<file path="config.mk">
export PLATFORM = sky130hd
export DESIGN_NAME = pattern_word_matcher_flat
export DESIGN_NICKNAME = d
export VERILOG_FILES = /design/src/sv/pwm_pkg.sv /design/src/sv/pwm_in_if.sv /design/src/sv/pwm_out_if.sv /design/src/sv/pattern_word_matcher.sv /design/src/sv/pwm_front.sv /design/src/sv/pwm_queue.sv /design/src/sv/pwm_back.sv /design/src/flat_wrapper.sv
export SDC_FILE = /design/constraint.sdc
export NUM_CORES = 2
export LEC_CHECK = 0
export ABC_AREA = 0
export BUFFER_PORTS_ARGS = -buffer_cell sky130_fd_sc_hd__buf_2
export CAP_MARGIN = 20
export CORE_UTILIZATION = 37
export DETAILED_ROUTE_END_ITERATION = 6
export MAX_ROUTING_LAYER = met4
export PLACE_DENSITY = 0.51
export SYNTH_ARGS = -nofsm -noshare
export SYNTH_HDL_FRONTEND = slang
export SYNTH_SLANG_ARGS = --single-unit
</file>
<file path="constraint.sdc">
create_clock -name i_clk -period 6 [get_ports i_clk]
set_input_delay 1.5 -clock i_clk [delete_from_list [all_inputs] [get_ports i_clk]]
set_output_delay 1.5 -clock i_clk [all_outputs]
set_load 0.02 [all_outputs]
</file>
<file path="src/sv/pwm_pkg.sv">
package pwm_pkg;

    localparam logic OP_PATTERN = 1'b0;
    localparam logic OP_WORD    = 1'b1;

    localparam int SYM_W   = 8;
    localparam int NUM_SYM = 256;
    localparam int IDX_W   = 16;
    // distinct values in one string reach at most NUM_SYM
    localparam int DC_W    = 9;
    localparam int Q_DEPTH = 2;

    typedef struct packed {
        logic             operation;
        logic             new_pat;
        logic             close_pat;
        logic             last;
        logic [SYM_W-1:0] symbol;
        logic [IDX_W-1:0] widx;
    } t_cmd;

endpackage

</file>
<file path="src/sv/pwm_in_if.sv">
interface pwm_in_if;
    logic       valid;
    logic       ready;
    logic       operation;
    logic [7:0] symbol;
    logic       last;

    modport source(output valid, output operation, output symbol, output last, input ready);
    modport sink(input valid, input operation, input symbol, input last, output ready);
endinterface

</file>
<file path="src/sv/pwm_out_if.sv">
interface pwm_out_if;
    logic        valid;
    logic        ready;
    logic [15:0] word_index;
    logic        matched;

    modport source(output valid, output word_index, output matched, input ready);
    modport sink(input valid, input word_index, input matched, output ready);
endinterface

</file>
<file path="src/sv/pattern_word_matcher.sv">
// Matches dictionary words against a pattern by first-occurrence coding: each
// string's characters are renumbered in order of first appearance, and a word
// matches when its code sequence and length equal the stored pattern's. Send
// pattern beats (operation 0) then word beats (operation 1), each string ended
// by last; a word's last beat yields one result with its index since the
// pattern load. The block takes one beat per clock cycle while the result
// side is not stalled, with no gaps between strings; a result is registered
// in the lookup stage, then in the output register. The rate is set by the
// per-beat read-modify-write of the 256-entry character map and the one read
// of the pattern code memory; a pattern code still on its way into memory is
// forwarded so that back-to-back beats never wait. A two-beat command queue
// separates the accepting front end from the coding pipeline, so input keeps
// flowing for two beats while the result side is stalled.
// Patterns longer than MAX_LEN make every following word report no match.
module pattern_word_matcher
    import pwm_pkg::*;
#(
    parameter int MAX_LEN = 64
)
(
    input  logic       i_clk,
    input  logic       i_rst_n,
    pwm_in_if.sink     i_in,
    pwm_out_if.source  o_out
);

    logic q_full;
    logic q_push;
    logic q_pop;
    logic q_valid;
    t_cmd f_cmd;
    t_cmd q_cmd;

    pwm_front u_front (
        .i_clk   (i_clk),
        .i_rst_n (i_rst_n),
        .i_in    (i_in),
        .i_full  (q_full),
        .o_push  (q_push),
        .o_cmd   (f_cmd)
    );

    pwm_queue u_queue (
        .i_clk   (i_clk),
        .i_rst_n (i_rst_n),
        .i_push  (q_push),
        .i_cmd   (f_cmd),
        .i_pop   (q_pop),
        .o_full  (q_full),
        .o_valid (q_valid),
        .o_cmd   (q_cmd)
    );

    pwm_back #(
        .MAX_LEN (MAX_LEN)
    ) u_back (
        .i_clk     (i_clk),
        .i_rst_n   (i_rst_n),
        .i_q_valid (q_valid),
        .i_cmd     (q_cmd),
        .o_pop     (q_pop),
        .o_out     (o_out)
    );

endmodule

</file>
<file path="src/sv/pwm_front.sv">
module pwm_front
    import pwm_pkg::*;
(
    input  logic     i_clk,
    input  logic     i_rst_n,
    pwm_in_if.sink   i_in,
    input  logic     i_full,
    output logic     o_push,
    output t_cmd     o_cmd
);

    logic             r_epn;
    logic             n_epn;
    logic [IDX_W-1:0] r_wc;
    logic [IDX_W-1:0] n_wc;
    logic             is_word;

    assign i_in.ready = !i_full;
    assign o_push     = i_in.valid && !i_full;
    assign is_word    = (i_in.operation == OP_WORD);

    always_comb begin
        o_cmd.operation = i_in.operation;
        o_cmd.new_pat   = !is_word && r_epn;
        // a word beat while a pattern is open ends that pattern
        o_cmd.close_pat = is_word && !r_epn;
        o_cmd.last      = i_in.last;
        o_cmd.symbol    = i_in.symbol;
        o_cmd.widx      = r_wc;

        n_epn = is_word ? 1'b1 : i_in.last;
        n_wc  = r_wc;
        if (!is_word && r_epn) begin
            n_wc = '0;
        end else if (is_word && i_in.last) begin
            n_wc = r_wc + IDX_W'(1);
        end
    end

    always_ff @(posedge i_clk) begin
        if (!i_rst_n) begin
            r_epn <= 1'b1;
            r_wc  <= '0;
        end else if (o_push) begin
            r_epn <= n_epn;
            r_wc  <= n_wc;
        end
    end

endmodule

</file>
<file path="src/sv/pwm_queue.sv">
module pwm_queue
    import pwm_pkg::*;
(
    input  logic i_clk,
    input  logic i_rst_n,
    input  logic i_push,
    input  t_cmd i_cmd,
    input  logic i_pop,
    output logic o_full,
    output logic o_valid,
    output t_cmd o_cmd
);

    localparam int PTR_W = $clog2(Q_DEPTH);
    localparam int CNT_W = $clog2(Q_DEPTH + 1);

    t_cmd             r_mem [Q_DEPTH];
    logic [PTR_W-1:0] r_wp;
    logic [PTR_W-1:0] r_rp;
    logic [CNT_W-1:0] r_cnt;

    assign o_full  = (r_cnt == CNT_W'(Q_DEPTH));
    assign o_valid = (r_cnt != '0);
    assign o_cmd   = r_mem[r_rp];

    always_ff @(posedge i_clk) begin
        if (i_push) begin
            r_mem[r_wp] <= i_cmd;
        end
    end

    always_ff @(posedge i_clk) begin
        if (!i_rst_n) begin
            r_wp  <= '0;
            r_rp  <= '0;
            r_cnt <= '0;
        end else begin
            if (i_push) begin
                r_wp <= r_wp + PTR_W'(1);
            end
            if (i_pop) begin
                r_rp <= r_rp + PTR_W'(1);
            end
            unique case ({i_push, i_pop})
                2'b10:   r_cnt <= r_cnt + CNT_W'(1);
                2'b01:   r_cnt <= r_cnt - CNT_W'(1);
                default: r_cnt <= r_cnt;
            endcase
        end
    end

    a_cnt_bound: assert property (@(posedge i_clk) disable iff (!i_rst_n)
        r_cnt <= CNT_W'(Q_DEPTH))
        else $error("queue count beyond depth");

    a_no_push_full: assert property (@(posedge i_clk) disable iff (!i_rst_n)
        o_full |-> !i_push)
        else $error("push into full queue");

    a_no_pop_empty: assert property (@(posedge i_clk) disable iff (!i_rst_n)
        !o_valid |-> !i_pop)
        else $error("pop from empty queue");

endmodule

</file>
<file path="src/sv/pwm_back.sv">
module pwm_back
    import pwm_pkg::*;
#(
    parameter int MAX_LEN = 64
)
(
    input  logic       i_clk,
    input  logic       i_rst_n,
    input  logic       i_q_valid,
    input  t_cmd       i_cmd,
    output logic       o_pop,
    pwm_out_if.source  o_out
);

    localparam int PW = $clog2(MAX_LEN + 1);
    localparam int AW = (MAX_LEN < 2) ? 1 : $clog2(MAX_LEN);
    // a compared code never exceeds its position, which stays below MAX_LEN
    localparam int CW = (MAX_LEN > NUM_SYM) ? SYM_W : AW;
    localparam logic [PW-1:0] LenMax = PW'(MAX_LEN);

    // string state
    logic [NUM_SYM-1:0] r_seen;
    logic               r_fresh;
    logic [PW-1:0]      r_pos;
    logic [DC_W-1:0]    r_dc;
    logic [PW-1:0]      r_plen;
    logic               r_tl;

    logic [CW-1:0] char_mem [NUM_SYM];
    logic [CW-1:0] pat_mem  [MAX_LEN];

    // lookup stage
    logic             r_b_valid;
    logic             r_b_word;
    logic             r_b_last;
    logic             r_b_first;
    logic             r_b_hit;
    logic [CW-1:0]    r_b_newcode;
    logic             r_b_in_range;
    logic             r_b_len_eq;
    logic             r_b_tl;
    logic [IDX_W-1:0] r_b_widx;
    logic             r_b_pat_wr;
    logic [AW-1:0]    r_b_addr;
    logic             r_b_byp;
    logic [CW-1:0]    r_byp_code;
    logic [CW-1:0]    r_char_q;
    logic [CW-1:0]    r_pat_q;
    logic             r_mis;

    logic             r_o_valid;
    logic [IDX_W-1:0] r_o_widx;
    logic             r_o_matched;

    logic             adv;
    logic             fire;
    logic             is_word;
    logic             clr;
    logic             hit;
    logic             below;
    logic             in_range;
    logic             len_eq;
    logic [PW-1:0]    eff_pos;
    logic [PW-1:0]    eff_plen;
    logic [PW-1:0]    pos_after;
    logic [DC_W-1:0]  eff_dc;
    logic [CW-1:0]    newcode;
    logic [AW-1:0]    addr;
    logic [CW-1:0]    b_code;
    logic [CW-1:0]    b_pcode;
    logic             b_mis;

    assign adv   = !r_o_valid || o_out.ready;
    assign fire  = i_q_valid && adv;
    assign o_pop = fire;

    always_comb begin
        is_word   = (i_cmd.operation == OP_WORD);
        // the map clears lazily on the first beat of the next string
        clr       = r_fresh || i_cmd.new_pat || i_cmd.close_pat;
        eff_pos   = clr ? '0 : r_pos;
        eff_dc    = clr ? '0 : r_dc;
        hit       = !clr && r_seen[i_cmd.symbol];
        eff_plen  = i_cmd.close_pat ? r_pos : r_plen;
        below     = (eff_pos < LenMax);
        pos_after = below ? eff_pos + PW'(1) : eff_pos;
        in_range  = (eff_pos < eff_plen);
        len_eq    = (pos_after == eff_plen);
        newcode   = eff_dc[CW-1:0];
        addr      = eff_pos[AW-1:0];
    end

    always_ff @(posedge i_clk) begin
        if (!i_rst_n) begin
            r_seen  <= '0;
            r_fresh <= 1'b1;
            r_pos   <= '0;
            r_dc    <= '0;
            r_plen  <= '0;
            r_tl    <= 1'b0;
        end else if (fire) begin
            r_seen  <= (clr ? '0 : r_seen) | (NUM_SYM'(1) << i_cmd.symbol);
            r_fresh <= i_cmd.last;
            r_pos   <= pos_after;
            r_dc    <= hit ? eff_dc : eff_dc + DC_W'(1);
            if (!is_word && i_cmd.last) begin
                r_plen <= pos_after;
            end else if (i_cmd.close_pat) begin
                r_plen <= r_pos;
            end
            r_tl <= (i_cmd.new_pat ? 1'b0 : r_tl) || (!is_word && !below);
        end
    end

    always_ff @(posedge i_clk) begin
        if (fire && !hit) begin
            char_mem[i_cmd.symbol] <= newcode;
        end
        if (fire) begin
            r_char_q <= char_mem[i_cmd.symbol];
        end
    end

    always_ff @(posedge i_clk) begin
        if (adv && r_b_valid && r_b_pat_wr) begin
            pat_mem[r_b_addr] <= b_code;
        end
        if (fire) begin
            r_pat_q <= pat_mem[addr];
        end
    end

    always_ff @(posedge i_clk) begin
        if (!i_rst_n) begin
            r_b_valid <= 1'b0;
        end else if (adv) begin
            r_b_valid <= fire;
        end
    end

    always_ff @(posedge i_clk) begin
        if (fire) begin
            r_b_word     <= is_word;
            r_b_last     <= i_cmd.last;
            r_b_first    <= clr;
            r_b_hit      <= hit;
            r_b_newcode  <= newcode;
            r_b_in_range <= in_range;
            r_b_len_eq   <= len_eq;
            r_b_tl       <= r_tl;
            r_b_widx     <= i_cmd.widx;
            r_b_pat_wr   <= !is_word && below;
            r_b_addr     <= addr;
            // pattern code still in flight to the same slot
            r_b_byp      <= r_b_valid && r_b_pat_wr && (r_b_addr == addr);
            r_byp_code   <= b_code;
        end
    end

    always_comb begin
        b_code  = r_b_hit ? r_char_q : r_b_newcode;
        b_pcode = r_b_byp ? r_byp_code : r_pat_q;
        b_mis   = (!r_b_first && r_mis) || !r_b_in_range || (b_code != b_pcode);
    end

    always_ff @(posedge i_clk) begin
        if (!i_rst_n) begin
            r_mis <= 1'b0;
        end else if (adv && r_b_valid && r_b_word) begin
            r_mis <= b_mis;
        end
    end

    always_ff @(posedge i_clk) begin
        if (!i_rst_n) begin
            r_o_valid <= 1'b0;
        end else if (adv) begin
            r_o_valid <= r_b_valid && r_b_word && r_b_last;
        end
    end

    always_ff @(posedge i_clk) begin
        if (adv) begin
            r_o_widx    <= r_b_widx;
            r_o_matched <= !r_b_tl && !b_mis && r_b_len_eq;
        end
    end

    assign o_out.valid      = r_o_valid;
    assign o_out.word_index = r_o_widx;
    assign o_out.matched    = r_o_matched;

    a_pos_bound: assert property (@(posedge i_clk) disable iff (!i_rst_n)
        (r_pos <= LenMax) && (r_plen <= LenMax))
        else $error("position or pattern length beyond limit");

    a_dc_bound: assert property (@(posedge i_clk) disable iff (!i_rst_n)
        (!r_fresh && (r_pos < LenMax)) |-> (32'(r_dc) <= 32'(r_pos)))
        else $error("more distinct values than symbols");

    a_result_src: assert property (@(posedge i_clk) disable iff (!i_rst_n)
        $rose(r_o_valid) |-> $past(r_b_valid && r_b_word && r_b_last))
        else $error("result without a closing word beat");

endmodule
</file>
<file path="src/flat_wrapper.sv">
// flat-port wrapper written by rule: the top's interface ports become plain ports
module pattern_word_matcher_flat import pwm_pkg::*;
#(
    parameter int MAX_LEN = 64
)
  (i_clk, i_rst_n, i_in_valid, i_in_operation, i_in_symbol, i_in_last, i_in_ready, o_out_valid, o_out_word_index, o_out_matched, o_out_ready);
  pwm_in_if i_in_i ();
  pwm_out_if o_out_i ();
  input  logic i_clk;
  input  logic i_rst_n;
  input wire logic [$bits(i_in_i.valid)-1:0] i_in_valid;
  input wire logic [$bits(i_in_i.operation)-1:0] i_in_operation;
  input wire logic [$bits(i_in_i.symbol)-1:0] i_in_symbol;
  input wire logic [$bits(i_in_i.last)-1:0] i_in_last;
  output wire logic [$bits(i_in_i.ready)-1:0] i_in_ready;
  output wire logic [$bits(o_out_i.valid)-1:0] o_out_valid;
  output wire logic [$bits(o_out_i.word_index)-1:0] o_out_word_index;
  output wire logic [$bits(o_out_i.matched)-1:0] o_out_matched;
  input wire logic [$bits(o_out_i.ready)-1:0] o_out_ready;
  assign i_in_i.valid = i_in_valid;
  assign i_in_i.operation = i_in_operation;
  assign i_in_i.symbol = i_in_symbol;
  assign i_in_i.last = i_in_last;
  assign i_in_ready = i_in_i.ready;
  assign o_out_valid = o_out_i.valid;
  assign o_out_word_index = o_out_i.word_index;
  assign o_out_matched = o_out_i.matched;
  assign o_out_i.ready = o_out_ready;
  pattern_word_matcher #(.MAX_LEN(MAX_LEN)) u_core (.i_clk(i_clk), .i_rst_n(i_rst_n), .i_in(i_in_i), .o_out(o_out_i));
endmodule
</file>
Word level (Yosys, flattened, before mapping). Memory sizes are Yosys's and may differ from the RTL's. A register that Yosys moved wholly into a read port is not among the register bits. Cells that the tools add are included.

Logic and storage cells: 116. Memories: 3. Output and inout port bits: 19. Bits of input ports: 14. Bits in registers: 365. RAM bits: 1976.

$add $sub $neg: 7. Order comparisons: 3. Muxes and demuxes: 24. Bitwise logic cells: 1. Shift operators: 1. Eq/ne operators: 6. Reductions and logical operators: 42.

Memories: u_core.u_back.char_mem (words 256, bits a word 6, read ports 1, clocked after Yosys merged registers in 1, write ports 1, line pwm_back.sv:29) `logic [CW-1:0] char_mem [NUM_SYM];`; u_core.u_back.pat_mem (words 64, bits a word 6, read ports 1, clocked after Yosys merged registers in 1, write ports 1, line pwm_back.sv:30) `logic [CW-1:0] pat_mem [MAX_LEN];`; u_core.u_queue.r_mem (words 2, bits a word 28, read ports 1, clocked after Yosys merged registers in 1, write ports 1, line pwm_queue.sv:17) `t_cmd r_mem [Q_DEPTH];`.

Operators by type and width (count): 256-bit two-way mux (1); 256-bit OR (1); 1-bit by 8-bit left shift with 256-bit output (first input constant) (1); 16-bit two-way mux (2); 7-bit two-way mux (4); 1-bit logical AND (20); 9-bit two-way mux (2); 16-bit by 1-bit adder with 16-bit output (second input constant) (1); 1-bit logical NOT (12); 6-bit two-way mux (2); 1-bit two-way mux (11); 9-bit by 1-bit adder with 9-bit output (second input constant) (1); 8-bit by 9-bit less-than comparator with 1-bit output (second input constant) (1); 1-bit binary-select mux with 8-bit select (1); 7-bit by 1-bit adder with 7-bit output (second input constant) (1); 7-bit equality test (1); 7-bit less-than comparator (1); 7-bit less-than comparator (second input constant) (1); 6-bit equality test (1); 1-bit logical OR (6); 6-bit != test (1); 2-bit nonzero test (3); 2-bit equality test (second input constant) (2); 2-bit one-hot mux with 2 select lines (1); other kinds (5) (6).

Longest topological paths before layout.
Depth after elaboration: 8. Depth in mapped cells: 15.

By module. Synthesis repeated with hierarchy kept, for this count alone.

Cells, all modules: 5299. Area, all modules: 93651.1 µm².

By module, submodules not included: pwm_back (seq. area each 65442.8 µm², times used 1, area each 90474.3 µm², cells each 5077); pwm_queue (seq. area each 1781.7 µm², times used 1, area each 2233.4 µm², cells each 109); pwm_front (seq. area each 340.3 µm², times used 1, area each 943.4 µm², cells each 113).

Worst setup path after synthesis. No wires, ideal clock.

Path type: register to register. Start: register with a tool-made name. End: register u_core.u_back.r_dc[4]. Setup slack: 0.195 ns. Library setup time: 0.132 ns. Required time: 5.868 ns. Arrival: 5.673 ns. Buffers on the path: 2. Stages on the path, launching flop included: 10. Cell sequence: dfxtp_1 > buf_4 > or3b_2 > a21oi_4 > clkbuf_1 > and2_1 > ha_1 > and3_1 > a21o_1 > a21oi_1.

RTL lines: to (signal assigned) (line pwm_back.sv:105) `r_dc <= hit ? eff_dc : eff_dc + DC_W'(1);`; to (decl) (line pwm_back.sv:25) `logic [DC_W-1:0] r_dc;`.

==> impl_metrics.toml <==
[grt]
antenna_found_initial = 7
grt_use_total_pct = 20.6
grt_max_degree = 153
grt_pass1_wl_um = 379000
gr-total-overflow = 0
grt_pass1_vias = 52800

[yosys]
ys.warnings.count = 0
synth_ff_type = "edfxtp_1"
syn-num-nets = 5777
yosysUniqueCellTypes = 81
ys_seq_area_share_pct = 71.4
syn_inst = 5753
ys_async_sr_fraction_pct = 0
syn-mean-instance-area_um2 = 16.4
synth-edff-count = 2048
synth_most_common_cell = "edfxtp_1"
synth_area_leader_cell = "edfxtp_1"
ys_top_cells_by_count = "edfxtp_1, nor2_1, a22oi_1, mux4_2, dfxtp_1"
synthTopCellsByArea = "edfxtp_1, mux4_2, dfxtp_1"
synth_top_area_share_pct = 65.0
synth.cell_area_um2 = 94600
synth_seq_cells = 2351

[clock_network]
clock_sinks = 2351
cts_buffers = 241
max-clock-path-buffers = 3
cts_hold_buf = 0
path_clk_slew_ns = 0.07
cts_root_buf = "clkbuf_16"
cts-resized-gates = 0
htree_levels = 4
cts_setup_buffers = 0
clk_latency_ns = 0.93
cts_tree = "built"

[drt]
drtIter0Drc = 5341
routedWlPerCell_um = 27.7
viasPerCell = 5.64
ant_nets = 0
num_vias = 52800
drc_errors = 0
wirelength_um = 259000
dr.pass1.iters = 6

[worst_setup_path]
slowest_stage = "dfxtp_4"
path_class = "reg -> reg"
cp_data_arrival_time_ns = 5.49
path_buf_inv = 4
path_max_fanout = 45
cpMostUsedCell = "buf_4"
cp_cell_sequence = "buf_4 > mux2i_4 > buf_12 > buf_4 > mux4_2 > a22oi_1 > a21oi_1 > nor4_1 > buf_4 > nand2_1 > nand3_1 > o211ai_1"
startpoint_type = "flip-flop"
cpPeakStageDelay_ns = 0.71
critical_path.top_delay_family = "buffers and inverters"
cp.required_ns = 6.58
cp-end-kind = "flip-flop"

[final_layout]
drive_above_1_share_pct = 20.9
final_cells = 9371
fillers = 22500
final_util_pct = 42.3
syn_to_final_growth_pct = 13.6
finalNetCount = 5815
stdcell_area_um2 = 107000

[placement]
dp_hpwl_um = 153000
gp_congestion = 0.810
dpl.cell_count = 8908
place_area_um2 = 99200
place_ws_ns = 1.13
io_buffers = 32

[sta]
hold_ws_ns = 0.423
finalSetupViolations = 0
tns_ns = 0
rsz0062_at_grt = "no"
setup_ws_ns = 1.09
fin_crit_sh_pct = 81.8
report.final.slew_viol_count = 0
worstMarginPinSlew_ns = 1.15
skew_ns = 0.115
hold_violations = 0
min_period_ns = 4.91
slew_headroom_pct = 23.6
max_freq_mhz = 204

[outcome]
status = "completed"

[floorplan]
start_util_pct = 37.2
ios = 33
die_w_um = 508
rows = 185
die_area_um2 = 258000
coreArea_um2 = 254000
die_y_um = 508

[worst_hold_path]
hold_path.class = "reg -> reg"
worstHoldStart = "u_core.u_back.r_b_widx[15]$_DFFE_PP_"

[power_and_ir_drop]
cellPowerDensity_nw_per_um2 = 393
leakage_nw = 37.0
finalPower_mw = 42.2
ir_worst_vdd_mv = 0.346

[job]
maxCapViolCount = 0
[sequential cells by signal, indices dropped and copies added, names as in the netlist, 7 cells and up, named ones only]
signal / count
u_core.u_back.pat_mem: 384
u_core.u_back.r_b_widx: 16
u_core.u_back.r_pos: 7
u_core.u_front.r_wc: 16
u_core.u_back.r_seen: 256
u_core.u_queue.r_mem: 56
u_core.u_back.char_mem: 1536
u_core.u_back.o_out.word_index: 16
u_core.u_back.r_plen: 7
[worst register-to-register path: cells and delay by family (launching register included)]
kind | cells | cell delay, ns
buf+inv | 4 | 1.56
mux | 2 | 0.99
compound gates | 3 | 0.59
simple gates | 3 | 0.74
flops | 1 | 0.71
[where the power goes]
part | leakage [nW] | internal, mW | total, mW | switching, mW
Combinational | 8.58 | 2.37 | 7.75 | 5.38
Sequential | 24.4 | 18.6 | 18.9 | 0.295
Clock | 4.01 | 8.94 | 15.5 | 6.59
[kinds of logic after synthesis]
group,after synthesis,share of synthesized area (%)
AOI/OAI and AO/OA,1058,8.16
xor gates and xnor gates,41,0.380
adders and majority gates,10,0.132
muxes,508,10.9
DFF,2351,71.4
and+or+nand+nor,1307,6.69
buffers and inverters,478,2.31
[layer usage]
metal | vias up | global-route usage (%) | wire length [um]
met2 | 1813 | 31.7 | 123000
met5 | - | - | 0
met4 | 0 | 5.27 | 6090
li1 | 23000 | - | -
met3 | 368 | 2.90 | 15400
met1 | 27700 | 28.6 | 114000
[layout by cell type, fill, tap and decap left out, types with 36 or more instances in the layout]
| cell type | Yosys | final |
|---|---|---|
| a21o_1 | 52 | 52 |
| a21oi_1 | 141 | 141 |
| a22oi_1 | 500 | 499 |
| a311oi_1 | 36 | 36 |
| a41oi_1 | 46 | 46 |
| and3_1 | 80 | 80 |
| buf_4 | 28 | 183 |
| clkbuf_16 | 0 | 241 |
| clkinv_1 | 1 | 45 |
| clkinv_2 | 0 | 47 |
| dfxtp_1 | 303 | 300 |
| edfxtp_1 | 2048 | 2048 |
| mux2_2 | 38 | 38 |
| mux2i_1 | 54 | 52 |
| mux4_2 | 414 | 414 |
| nand2_1 | 273 | 270 |
| nand3_1 | 83 | 81 |
| nor2_1 | 579 | 557 |
| nor2_2 | 91 | 110 |
| nor2b_1 | 70 | 68 |
| o21bai_1 | 50 | 50 |
| o22ai_1 | 38 | 36 |
| o31a_1 | 46 | 46 |
| or4bb_1 | 36 | 36 |
[area by class of cell]
class	count	area [um^2]	share of cell area, %
Antenna cell	7	17.5	0.0163
Tap cell	3366	4210	3.92
Clock inverter	159	1870	1.74
Timing Repair Buffer	253	2250	2.10
Sequential cell	2351	67600	62.9
Clock buffer	291	6380	5.93
Inverter	20	85.1	0.0792
Multi-Input combinational cell	2924	25100	23.4
[final timing paths]
path                                                                     end  slack [ns]  depth (start not counted)
worst max-delay path                     u_core.u_back.r_char_q[2]$_DFFE_PP_        1.09                         12
worst min-delay path            u_core.u_back.o_out.word_index[15]$_DFFE_PN_        0.42                          0
worst max register to register           u_core.u_back.r_char_q[2]$_DFFE_PP_        1.09                         12
worst min register to register  u_core.u_back.o_out.word_index[15]$_DFFE_PN_        0.42                          0
Note: power is estimated with default switching activity, not from simulation.
